### config.mk
export PLATFORM = sky130hd
export DESIGN_NAME = tcw_front
export DESIGN_NICKNAME = d
export VERILOG_FILES = /design/src/rtl/tcw_pkg.sv /design/src/rtl/tcw_front.sv
export SDC_FILE = /design/constraint.sdc
export NUM_CORES = 1
export LEC_CHECK = 0
export BUFFER_PORTS_ARGS = -buffer_cell sky130_fd_sc_hd__buf_2
export CAP_MARGIN = 10
export CORE_MARGIN = 3
export CORE_UTILIZATION = 41
export DETAILED_ROUTE_END_ITERATION = 8
export PLACE_DENSITY = 0.87
export SYNTH_ARGS = -nofsm -noshare
export SYNTH_HDL_FRONTEND = slang
export SYNTH_SLANG_ARGS = --single-unit
### constraint.sdc
create_clock -name aclk -period 1.78 [get_ports aclk]
set_input_delay 0.356 -clock aclk [delete_from_list [all_inputs] [get_ports aclk]]
set_output_delay 0.356 -clock aclk [all_outputs]
set_load 0.05 [all_outputs]
### src/rtl/tcw_pkg.sv
// Shared types and constants of the text console writer.
package tcw_pkg;

    // Default screen geometry
    localparam int DEF_COLUMNS = 80;
    localparam int DEF_ROWS    = 25;

    // Depth of the request queue between front and back
    localparam int Q_DEPTH = 2;

    // Action codes of an input request
    localparam logic [1:0] ACT_PUT   = 2'd0;
    localparam logic [1:0] ACT_READ  = 2'd1;
    localparam logic [1:0] ACT_CLEAR = 2'd2;

    // Control characters and cell constants
    localparam logic [7:0] CH_NEWLINE   = 8'd10;
    localparam logic [7:0] CH_RETURN    = 8'd13;
    localparam logic [7:0] CH_BACKSPACE = 8'd8;
    localparam logic [7:0] BLANK_CHAR   = 8'h20;
    localparam logic [7:0] RESET_COLOR  = 8'h1F;

    // Classified operation handed from front to back
    typedef enum logic [2:0] {
        OP_PUT       = 3'd0,
        OP_NEWLINE   = 3'd1,
        OP_RETURN    = 3'd2,
        OP_BACKSPACE = 3'd3,
        OP_READ      = 3'd4,
        OP_READ_NONE = 3'd5,
        OP_CLEAR     = 3'd6,
        OP_NOP       = 3'd7
    } op_t;

    // One queued request
    typedef struct packed {
        op_t        op;
        logic [7:0] char_code;
        logic [4:0] read_row;
        logic [6:0] read_col;
    } entry_t;

endpackage

### src/rtl/tcw_front.sv
// Front end: accepts requests, classifies them and feeds the queue.
module tcw_front #(
    parameter int COLUMNS = tcw_pkg::DEF_COLUMNS,
    parameter int ROWS    = tcw_pkg::DEF_ROWS
) (
    input  logic            aclk,
    input  logic            aresetn,
    input  logic            enable,
    input  logic            s_valid,
    output logic            s_ready,
    input  logic [1:0]      s_action,
    input  logic [7:0]      s_char_code,
    input  logic [4:0]      s_read_row,
    input  logic [6:0]      s_read_col,
    input  logic            q_full,
    output logic            q_push,
    output tcw_pkg::entry_t q_entry
);
    import tcw_pkg::*;

    logic   hold_reg;
    logic   hold_next;
    entry_t ent_reg;
    entry_t ent_next;
    logic   accept;
    logic   in_range;

    // Decide whether a read hits the screen
    assign in_range = (32'(s_read_row) < ROWS) && (32'(s_read_col) < COLUMNS);

    // Classify the incoming request
    always_comb begin
        ent_next           = ent_reg;
        ent_next.char_code = s_char_code;
        ent_next.read_row  = s_read_row;
        ent_next.read_col  = s_read_col;
        unique case (s_action)
            ACT_PUT: begin
                priority if (s_char_code == CH_NEWLINE)   ent_next.op = OP_NEWLINE;
                else if (s_char_code == CH_RETURN)        ent_next.op = OP_RETURN;
                else if (s_char_code == CH_BACKSPACE)     ent_next.op = OP_BACKSPACE;
                else                                      ent_next.op = OP_PUT;
            end
            ACT_READ:  ent_next.op = in_range ? OP_READ : OP_READ_NONE;
            ACT_CLEAR: ent_next.op = OP_CLEAR;
            default:   ent_next.op = OP_NOP;
        endcase
    end

    // Hand the held request to the queue when it has room
    assign q_push  = hold_reg && !q_full;
    assign q_entry = ent_reg;
    assign s_ready = enable && (!hold_reg || !q_full);
    assign accept  = s_valid && s_ready;

    always_comb begin
        hold_next = hold_reg;
        if (accept) begin
            hold_next = 1'b1;
        end else if (q_push) begin
            hold_next = 1'b0;
        end
    end

    always_ff @(posedge aclk) begin
        if (!aresetn) begin
            hold_reg <= 1'b0;
        end else begin
            hold_reg <= hold_next;
        end
    end

    // Capture the classified payload
    always_ff @(posedge aclk) begin
        if (accept) begin
            ent_reg <= ent_next;
        end
    end

endmodule

==> summary.txt <==
Critical path
  • WP data arrival: 1.09 ns
  • Nature of the critical path endpoint: output pin
  • Type of origin of the critical path: flip-flop
  • Reg2reg setup slack: 0.68 ns
  • Crit path kind: reg2out
  • CP Max Fanout: 3
  • Worst EP required: 1.42 ns

Global routing
  • Vias in the first global route: 522
  • First-pass GRT wire length: 2339 um
  • Antenna violations before repair: 0
  • GRT Total Usage: 12.08%
  • Largest net degree at the start of global routing: 16
  • Global route total overflow: 0

Hold path
  • Hold Path Class: in2reg

Placed design
  • Port Buf Inserts: 51
  • Dpl cells: 118
  • Hpwl dp: 1271 um
  • Gpl congestion: about 0.6

Timing
  • Worst rel slew slack: 83.17%
  • Slew @ Worst Pin: about 0.25 ns
  • Clk_skew: 0.007131 ns
  • F_max: between 600 and 700 MHz
  • Min Tclk post-route: 1.446 ns
  • Final Hold Vio Count: 0
  • Final Max Slew Viols: 0
  • RSZ-0062 raised after global routing: no
  • # setup viols final: 0
  • WHS: 0.2160 ns
  • Fin Setup TNS: 0 ns
  • Post-route clock period utilization: 81.23%

CTS
  • Reg clk slew, reported paths: 0.13 ns
  • CTS tree: done
  • Post-CTS Hold Buffers: 0
  • Cts repair resizes: 0
  • H-Tree Depth: 1
  • Clock buffer count from CTS: 3
  • Worst-skew pair later-pin latency: just over 0.3 ns
  • Root Driver: clkbuf_4
  • CTS max path bufs: 2
  • Post-CTS Repair Setup Buffers: 0
  • Clock Sinks: 24

Yosys
  • Cell Area, Synth: 842.1 um2
  • Yosys cell types: 16
  • Register area share after synthesis: between 80% and 90%
  • Synthesis warning total: 0
  • Yosys reg bits: 24
  • Syn_nets: 67
  • Syn Inst Count: 40
  • Syn_area_per_cell: 21.05 um2

Floorplan
  • Die height: 51.32 um
  • Width of the die: 51.32 um
  • Initial Utilization: 45.78%
  • Site row count: 15
  • Die ar.: 0.002634 mm2
  • Core area: 0.001839 mm2
  • # IOs: 52

Cells and area
  • Share of layout cells above drive strength 1: 62.89%
  • Reg area: 710.7 um2
  • Layout Nets: 125
  • Multi-input logic area: 127.6 um2
  • # diodes: 0
  • Max reg flops: 23
  • Finished Layout Cells: 122
  • Post-layout util: around two thirds
  • Commonest non-fill, non-tap cells in the layout: 51 x buf_2, 23 x edfxtp_1, 3 x clkbuf_4
  • Synthesis-to-finish area growth: 42.05%
  • Most common cell after layout, fill and taps aside: buf_2
  • Fill count: 149

Detailed routing
  • Residual DRC: 0
  • Iteration-0 DRC Markers: 8
  • Final WL: 1555 um
  • Routed vias: 560
  • Via-per-instance ratio: 4.590
  • Drt wl/cell: 12.75 um
  • Final antenna-violating net count: 0
  • Drt pass-1 iters: 4

Job
  • Max Cap Viol: 0

Outcome
  • Status: finished, final reports clean

Power and ir drop
  • Maximum VDD drop: 0.0006465 V
  • Pwr/cell area: 1012 mW/mm2
  • Lkg Pwr: 0.5088 nW
  • Final Power: 1.211 mW
[cells by family after synthesis]
logic type	Yosys count	share of synthesized area, %
AO/OA/AOI/OAI	6	7.876
XOR/XNOR	1	1.040
buffers and inverters	1	0.4453
flip-flops	24	84.40
AND/OR/NAND/NOR	8	6.243
[layer usage]
layer,wire length [um],GRT usage [%],up-vias
li1,-,-,275
met1,553,14.29,249
met2,784,20.39,34
met3,200,3.499,2
met4,16,5.240,0
met5,0,0,-
[where the power goes]
part	leakage [nW]	total (mW)	internal [mW]	switching, mW
clock	0.0279	0.383	0.227	0.156
combinational	0.258	0.175	0.0494	0.126
sequential	0.223	0.652	0.647	0.00522
[synth_stat cells]
cell,number,share of area [%]
and2_1,1,0.74
dfxtp_1,1,2.4
o41ai_2,1,1.9
o311a_1,1,1.2
nand2_1,2,0.89
and3_1,1,0.74
nand3b_1,1,0.89
nor4_2,1,1.5
xor2_1,1,1.0
a21boi_1,1,0.89
edfxtp_1,23,82
o31ai_2,2,3.0
or2_1,1,0.74
o21a_1,1,0.89
nor2b_1,1,0.74
inv_1,1,0.45
[per-stage QoR]
step | setup WS, ns | area [um2]
final | 0.3341 | 1196
after global routing | 0.2735 | 1196
after CTS | 0.3243 | 1196
after detailed placement | 0.3797 | 1144
after global placement | 0.3948 | 1144
after floorplan | 0.3262 | 842.1
[worst max-delay path, cell delays in order (launching register included)]
cell and delay (ns):
dfxtp_1 0.33, nand2_1 0.08, and2_1 0.13, buf_2 0.25
[worst paths after layout]
| check | from | to | depth (start not counted) |
|---|---|---|---|
| worst max-delay path | hold_reg | s_ready | 3 |
| worst min-delay path | s_read_col[1] | q_entry[1] | 1 |
| worst max register to register | hold_reg | q_entry[8] | 3 |
| worst min register to register | hold_reg | hold_reg | 2 |
[cell type report]
type	count	share of cell area, %
clock buffers	3	1.883
clock inverters	1	2.510
inverters	1	0.3138
multi-input cells	15	10.67
flip-flops and latches	24	59.41
well taps	25	2.615
repair buffers	53	22.59
Note: power is estimated with default switching activity, not from simulation.
