<file path="config.mk">
export PLATFORM = sky130hd
export DESIGN_NAME = tcw_queue
export DESIGN_NICKNAME = d
export VERILOG_FILES = /design/src/rtl/tcw_pkg.sv /design/src/rtl/tcw_queue.sv
export SDC_FILE = /design/constraint.sdc
export NUM_CORES = 1
export LEC_CHECK = 0
export BUFFER_PORTS_ARGS = -buffer_cell sky130_fd_sc_hd__buf_2
export CAP_MARGIN = 20
export CORE_ASPECT_RATIO = 1.75
export CORE_UTILIZATION = 54
export DETAILED_ROUTE_END_ITERATION = 8
export PLACE_DENSITY = 0.82
export SLEW_MARGIN = 30
export SYNTH_ARGS = -nofsm -noshare
export SYNTH_HDL_FRONTEND = slang
export SYNTH_SLANG_ARGS = --single-unit
</file>
<file path="constraint.sdc">
create_clock -name aclk -period 3.2 [get_ports aclk]
set_input_delay 0.64 -clock aclk [delete_from_list [all_inputs] [get_ports aclk]]
set_output_delay 0.64 -clock aclk [all_outputs]
set_load 0.05 [all_outputs]
</file>
<file path="src/rtl/tcw_pkg.sv">
// Shared types and constants of the text console writer.
package tcw_pkg;

    // Default screen geometry
    localparam int DEF_COLUMNS = 80;
    localparam int DEF_ROWS    = 25;

    // Depth of the request queue between front and back
    localparam int Q_DEPTH = 2;

    // Action codes of an input request
    localparam logic [1:0] ACT_PUT   = 2'd0;
    localparam logic [1:0] ACT_READ  = 2'd1;
    localparam logic [1:0] ACT_CLEAR = 2'd2;

    // Control characters and cell constants
    localparam logic [7:0] CH_NEWLINE   = 8'd10;
    localparam logic [7:0] CH_RETURN    = 8'd13;
    localparam logic [7:0] CH_BACKSPACE = 8'd8;
    localparam logic [7:0] BLANK_CHAR   = 8'h20;
    localparam logic [7:0] RESET_COLOR  = 8'h1F;

    // Classified operation handed from front to back
    typedef enum logic [2:0] {
        OP_PUT       = 3'd0,
        OP_NEWLINE   = 3'd1,
        OP_RETURN    = 3'd2,
        OP_BACKSPACE = 3'd3,
        OP_READ      = 3'd4,
        OP_READ_NONE = 3'd5,
        OP_CLEAR     = 3'd6,
        OP_NOP       = 3'd7
    } op_t;

    // One queued request
    typedef struct packed {
        op_t        op;
        logic [7:0] char_code;
        logic [4:0] read_row;
        logic [6:0] read_col;
    } entry_t;

endpackage

</file>
<file path="src/rtl/tcw_queue.sv">
// Short request queue between the front end and the back end.
module tcw_queue (
    input  logic            aclk,
    input  logic            aresetn,
    input  logic            push,
    input  tcw_pkg::entry_t push_entry,
    output logic            full,
    input  logic            pop,
    output logic            not_empty,
    output tcw_pkg::entry_t pop_entry
);
    import tcw_pkg::*;

    localparam int PW = (Q_DEPTH > 1) ? $clog2(Q_DEPTH) : 1;
    localparam int NW = $clog2(Q_DEPTH + 1);

    entry_t        slot_reg [Q_DEPTH];
    logic [PW-1:0] wr_ptr_reg, wr_ptr_next;
    logic [PW-1:0] rd_ptr_reg, rd_ptr_next;
    logic [NW-1:0] count_reg, count_next;

    assign full      = (count_reg == NW'(Q_DEPTH));
    assign not_empty = (count_reg != '0);
    assign pop_entry = slot_reg[rd_ptr_reg];

    // Advance pointers and occupancy
    always_comb begin
        wr_ptr_next = wr_ptr_reg;
        rd_ptr_next = rd_ptr_reg;
        count_next  = count_reg;
        if (push) begin
            wr_ptr_next = (wr_ptr_reg == PW'(Q_DEPTH - 1)) ? '0 : wr_ptr_reg + 1'b1;
        end
        if (pop) begin
            rd_ptr_next = (rd_ptr_reg == PW'(Q_DEPTH - 1)) ? '0 : rd_ptr_reg + 1'b1;
        end
        if (push && !pop) begin
            count_next = count_reg + 1'b1;
        end else if (pop && !push) begin
            count_next = count_reg - 1'b1;
        end
    end

    always_ff @(posedge aclk) begin
        if (!aresetn) begin
            wr_ptr_reg <= '0;
            rd_ptr_reg <= '0;
            count_reg  <= '0;
        end else begin
            wr_ptr_reg <= wr_ptr_next;
            rd_ptr_reg <= rd_ptr_next;
            count_reg  <= count_next;
        end
    end

    // Store the pushed request
    always_ff @(posedge aclk) begin
        if (push) begin
            slot_reg[wr_ptr_reg] <= push_entry;
        end
    end

endmodule

</file>
==> results of run 1 <==
==> cell families (layout without fill, tap and decap cells) <==
logic type | after synthesis | in the layout | share of synthesized area [%]
simple gates | 9 | 9 | 3.134
fa+ha+maj | 1 | 1 | 0.6666
xor+xnor | 3 | 3 | 1.400
flops | 51 | 51 | 78.93
buf+inv | 3 | 63 | 0.9996
compound gates | 3 | 3 | 1.067
mux | 23 | 23 | 13.80
==> cells in the mapped netlist <==
library cell / number
dfxtp_1: 5
ha_1: 1
xor2_1: 2
edfxtp_1: 46
o21ai_0: 1
and2b_2: 1
and2_1: 4
or2_2: 1
o21a_1: 1
a21boi_1: 1
or3_1: 1
mux2_2: 23
nor2b_1: 2
buf_4: 2
inv_1: 1
xnor2_1: 1
==> per-stage QoR <==
stage | util (%) | hold WS, ps | setup WS [ps] | total power [W] | cells
2_1_floorplan | - | 461.2 | 1059 | 0.0009935 | 93
3_3_place_gp | 65.36 | 475.3 | 1191 | 0.001051 | 190
3_5_place_dp | 65.36 | 524.0 | 1147 | 0.001059 | 190
4_1_cts | 67.75 | 523.3 | 817.5 | 0.001383 | 198
5_1_grt | 67.75 | 523.3 | 758.3 | 0.001418 | 198
6_report | 67.75 | 524.3 | 855.6 | 0.001365 | 198
==> final timing paths <==
kind / start / to / cells after the start
hold / removal: count_reg[1]$_SDFFE_PN0P_ / count_reg[1]$_SDFFE_PN0P_ / 2
hold reg to reg: count_reg[1]$_SDFFE_PN0P_ / count_reg[1]$_SDFFE_PN0P_ / 2
setup reg to reg: wr_ptr_reg$_SDFFE_PN0P_ / slot_reg[0][8]$_DFFE_PP_ / 2
setup / recovery: flip-flop / pop_entry[13] / 3
==> routing by layer <==
| metal | routed length, µm | part of all wire, % | global-route usage (%) |
|---|---|---|---|
| met1 | 1029 | 37 | 16.24 |
| met2 | 1555 | 55 | 27.64 |
| met3 | 156 | 5.6 | 4.751 |
| met4 | 63 | 2.2 | 9.706 |
| met5 | 0 | 0 | 0 |
==> power groups by stage <==
stage	Combinational [W]	Sequential, W	Clock [W]
2_1_floorplan	0.000203	0.000791	0
3_3_place_gp	0.000257	0.000794	0
3_5_place_dp	0.000262	0.000797	0
4_1_cts	0.000263	0.000782	0.000339
5_1_grt	0.000274	0.000785	0.000359
6_report	0.000260	0.000781	0.000324
==> placed cells by master (no fill, tap or decap) <==
master / synthesis / layout
a21boi_1: 1 / 1
and2_1: 4 / 4
and2b_2: 1 / 1
buf_2: 0 / 51
buf_4: 2 / 3
clkbuf_1: 0 / 1
clkbuf_8: 0 / 5
clkinv_1: 0 / 2
dfxtp_1: 5 / 5
edfxtp_1: 46 / 46
ha_1: 1 / 1
inv_1: 1 / 1
mux2_2: 23 / 23
nor2b_1: 2 / 1
nor2b_2: 0 / 1
o21a_1: 1 / 1
o21ai_0: 1 / 1
or2_2: 1 / 1
or3_1: 1 / 1
xnor2_1: 1 / 1
xor2_1: 2 / 2
==> layout make-up <==
cell class              instances  area, µm²
clock buffers                   6      72.57
flip-flops and latches         51       1481
well taps                      45      56.30
inverters                       1      3.754
fillers                       258       1085
clock inverters                 2      7.507
multi-input cells              39      379.1
repair buffers                 54      277.8
==> worst min-delay path, delay by kind of cell (launching register included) <==
| family | cells | cell delay [ps] |
|---|---|---|
| AOI/OAI and AO/OA | 2 | 160 |
| DFF | 1 | 330 |
==> results by group, run 1 <==
Outcome
  – Run status: finished clean

CTS
  – Post-CTS Setup Bufs: 0
  – TritonCTS Buffers: 5
  – CTS max path bufs: 2
  – Clock Latency Late Sink: 290 ps
  – H-Tree Depth: 2
  – CTS root buf: clkbuf_8
  – Clock transition at path regs: 70 ps
  – Clock sink total: 51
  – CTS tree: done
  – Post-CTS sizing: 0
  – CTS Hold Bufs: 0

Yosys
  – Distinct cells, synth: 16
  – Top cells by area, synth: edfxtp_1, mux2_2, dfxtp_1, and2_1, xor2_1
  – Yosys top cell by area: edfxtp_1
  – Synth top area share: 73.60%
  – Seq cells post-synth: 51
  – Mapped Area: 0.001877 mm²
  – Syn. warnings: 0
  – Post-Synthesis Cells: 93
  – Syn Nets: 121
  – Seq/Total Area, Yosys: 78.93%
  – Syn avg cell area: 20.18 µm²

Route
  – DRT iter0 DRCs: 21
  – Post-Route WL: 2805 µm
  – DRC: 0
  – Drt via density: 4.843
  – Average routed wire per standard cell: 14.17 µm
  – Final ANT Viol Nets: 0
  – DR vias: 959
  – First-pass iteration count of the detailed router: 4

Setup path
  – CP Buf/Inv Count: 2
  – Reg2reg setup slack: 1700 ps
  – CP max stage cell: dfxtp_1
  – CP delay by family, top: flip-flops
  – CP startpoint kind: flip-flop
  – Critical path cell sequence: buf_4 > mux2_2 > buf_2
  – Crit-path max FO: 15
  – Slowest stage delay, CP: 540 ps
  – Critical path class: flip-flop to output pin
  – Worst Path Arrival: 1700 ps
  – CP endpoint kind: output pin
  – Required @ worst endpoint: 2560 ps

Die
  – Core ar.: 0.003363 mm²
  – I/O pin cnt: 52
  – Row count: 28
  – Initial Utilization: 55.80%
  – Die width: 46.57 µm
  – Die ar.: 0.003725 mm²
  – Die height: 79.99 µm

STA
  – Final period util: 73.26%
  – Minimum clock period: 2344 ps
  – TNS Setup: 0 ps
  – Slew @ Worst Pin: 660.2 ps
  – Max Slew Vio Count: 0
  – Final setup viols: 0
  – Final Skew: 2.483 ps
  – RSZ-0062 raised after global routing: no
  – FMAX: 426.5 MHz
  – Slew headroom: 55.79%
  – Final Hold Viols: 0

Min path
  – Worst min-delay path category: flip-flop to flip-flop

Pwr
  – Sw Share: 27.04%
  – VDD IR max: 0.0004361 V
  – Psw: 0.0003692 W
  – Pwr/cell area: 599.3 mW/mm²
  – Leak: 0.8782 nW
  – Proportion of power drawn by flip-flops and latches: 57.2%
  – Clk pwr share: 23.8%
  – Logic pwr share: 19.0%
  – Internal power: 0.0009962 W

GRT
  – Antenna violations before repair: 0
  – Total track usage: 16.25%
  – Vias in the first global route: 936
  – First-pass GRT wire length: 4050 µm
  – Grt ovf: 0
  – Largest net degree at the start of global routing: 16

Job
  – Max-cap check violation count: 0

Layout
  – Layout cell share with drive strength beyond 1: 55.56%
  – Fin nets: 180
  – Ant diodes: 0
  – Max reg flops: 46
  – Layout area overhead: 21.40%
  – Final Instance Area: 0.002278 mm²

Place
  – Global placer's final weighted congestion: 0.6640
  – DP Wirelength: 2068 µm
  – I/O Buffers: 51
  – Area after DPL: 0.002198 mm²
No activity file was read; power rests on OpenSTA's default activity.
==> run 2: changes to the inputs <==
CORE_UTILIZATION = 46   (was 54)
PLACE_DENSITY = 0.74   (was 0.82)
clock period = 2 ns   (was 3.2 ns; I/O delays follow)
==> run 2 against run 1 <==
  * Clock power grew 63%
  * Cell count grew 3.0%
  * Power grew 61%
  * Cell area grew 1.2%
  * Critical path depth is the same
  * Utilization shrank 8.7 points
  * Sequential power grew 60%
  * Combinational power grew 63%
  * Setup slack lost 730 ps
  * Hold slack lost 240 ps
  * Register-to-register slack lost 870 ps
==> results by group, run 2 (synthesis results as in run 1) <==
Layout
  – Layout cell share with drive strength beyond 1: 57.05% (was 55.56%)
  – Most frequent cells in the layout: buf_2, edfxtp_1, mux2_2 (unchanged)
  – Ant diodes: 0 (unchanged)
  – Most common cell after layout, fill and taps aside: buf_2 (unchanged)
  – Fin nets: 183 (was 180)
  – Layout area overhead: 22.87% (was 21.40%)
  – Max reg flops: 46 (unchanged)

Setup path
  – Required @ worst endpoint: 1600 ps (was 2560 ps)
  – CP endpoint kind: output pin (unchanged)
  – Reg2reg setup slack: 830 ps (was 1700 ps)
  – CP startpoint kind: flip-flop (unchanged)
  – FF-to-FF End: slot_reg[1][2]$_DFFE_PP_ (was slot_reg[0][8]$_DFFE_PP_)
  – RR Startpoint: wr_ptr_reg$_SDFFE_PN0P_ (unchanged)
  – Reg2Reg Depth: 2 (unchanged)
  – Critical path class: flip-flop to output pin (unchanged)
  – Crit-path max FO: 10 (was 15)
  – Crit path to: pop_entry[5] (was pop_entry[13])
  – Worst Path Arrival: 1470 ps (was 1700 ps)

CTS
  – CTS max path bufs: 2 (unchanged)
  – Clock Latency Late Sink: 290 ps (about the same)
  – Post-CTS Setup Bufs: 0 (unchanged)
  – H-Tree Depth: 2 (unchanged)
  – Clock sink total: 51 (unchanged)
  – CTS root buf: clkbuf_8 (unchanged)
  – Clock transition at path regs: 80 ps (was 70 ps)
  – CTS tree: done (unchanged)
  – TritonCTS Buffers: 5 (unchanged)

Route
  – DRT iter0 DRCs: 19 (was 21)
  – Final ANT Viol Nets: 0 (unchanged)
  – Post-Route WL: 2911 µm (was 2805 µm)
  – DR vias: 981 (was 959)
  – DRC: 0 (unchanged)
  – Drt via density: 4.809 (was 4.843)
  – Average routed wire per standard cell: 14.27 µm (was 14.17 µm)
  – First-pass iteration count of the detailed router: 4 (unchanged)

GRT
  – Grt ovf: 0 (unchanged)
  – Largest net degree at the start of global routing: 15 (was 16)
  – Total track usage: 14.99% (was 16.25%)
  – Vias in the first global route: 1028 (was 936)
  – Antenna violations before repair: 0 (unchanged)
  – First-pass GRT wire length: 4581 µm (was 4050 µm)

Place
  – I/O Buffers: 51 (unchanged)
  – DP Wirelength: 2144 µm (was 2068 µm)
  – DP Worst Slack: 335.3 ps (was 1147 ps)
  – Global placer's final weighted congestion: 0.6744 (was 0.6640)

STA
  – TNS Setup: 0 ps (unchanged)
  – Final setup viols: 0 (unchanged)
  – Final hold slack: 288.6 ps (was 524.3 ps)
  – Final Hold Viols: 0 (unchanged)
  – Max Slew Vio Count: 0 (unchanged)
  – Final WS setup: 130.0 ps (was 855.6 ps)
  – Slew @ Worst Pin: 247.6 ps (was 660.2 ps)
  – Slew headroom: 83.42% (was 55.79%)
  – Final period util: 93.50%
  – Minimum clock period: 1870 ps
  – FMAX: 534.8 MHz
  – Final Skew: 4.317 ps (was 2.483 ps)
  – RSZ-0062 raised after global routing: no (unchanged)

Die
  – I/O pin cnt: 52 (unchanged)
  – Die ar.: 0.004349 mm² (was 0.003725 mm²)
  – Row count: 30 (was 28)
  – Die height: 86.50 µm (was 79.99 µm)
  – Die width: 50.29 µm (was 46.57 µm)
  – Core ar.: 0.003904 mm² (was 0.003363 mm²)
  – Initial Utilization: 48.08% (was 55.80%)

Min path
  – Worst min-delay path category: primary input to flip-flop (was flip-flop to flip-flop)

Pwr
  – Pwr/cell area: 954.6 mW/mm² (was 599.3 mW/mm²)
  – VDD IR max: 0.0006694 V (was 0.0004361 V)
  – Leak: 0.8938 nW (was 0.8782 nW)

Outcome
  – Run status: finished clean (unchanged)

Job
  – Max-cap check violation count: 0 (unchanged)
-- run 2: layer usage --
layer,GRT usage [%],part of all wire [%],up-vias
met5,0,0,-
met4,7.792,1.9,0
met3,4.211,5.0,5
met1,16.25,36,470
met2,25.94,57,30
li1,-,-,476
-- run 2: what timing repair did --
item,in CTS,in global routing
resized for setup,0,1
setup endpoints to repair,0,18
hold buffers,0,0
-- run 2: power breakdown --
part	total (W)	internal [W]	leakage (nW)	switching (W)
sequential	0.00125	0.00123	0.474	0.0000235
combinational	0.000424	0.000135	0.380	0.000289
clock	0.000528	0.000239	0.0403	0.000289
total	0.00220	0.00160	0.894	0.000601
-- run 2: through the flow --
stage / instances / total power, W / instance area (µm²) / utilization, %
finish: 204 / 0.002201 / 2306 / 59.07
global route: 204 / 0.002300 / 2306 / 59.07
CTS: 204 / 0.002230 / 2305 / 59.04
detailed placement: 196 / 0.001701 / 2225 / 56.99
global placement: 196 / 0.001690 / 2225 / 56.99
floorplan: 93 / 0.001590 / 1877 / -
-- run 2: worst min-delay path by stage --
| stage | cells past startpoint | to | startpoint |
|---|---|---|---|
| detailed placement | 2 | count_reg[1]$_SDFFE_PN0P_ | count_reg[1]$_SDFFE_PN0P_ |
| CTS | 1 | slot_reg[0][2]$_DFFE_PP_ | push_entry[2] |
| finish | 1 | slot_reg[0][7]$_DFFE_PP_ | push_entry[7] |
| global placement | 2 | count_reg[1]$_SDFFE_PN0P_ | count_reg[1]$_SDFFE_PN0P_ |
| floorplan | 2 | count_reg[1]$_SDFFE_PN0P_ | count_reg[1]$_SDFFE_PN0P_ |
| global route | 1 | slot_reg[1][7]$_DFFE_PP_ | push_entry[7] |
-- run 2: layout make-up --
type | instances | area [µm²]
multi-input cells | 39 | 379.1
clock inverters | 2 | 7.507
well taps | 48 | 60.06
inverters | 1 | 3.754
flip-flops and latches | 51 | 1483
repair buffers | 57 | 300.3
clock buffers | 6 | 72.57
fillers | 342 | 1598
-- run 2: worst max-delay path, cell delays in order (launching register included) --
cell,delay (ps)
dfxtp_2,410
buf_4,220
mux2_2,350
buf_2,210
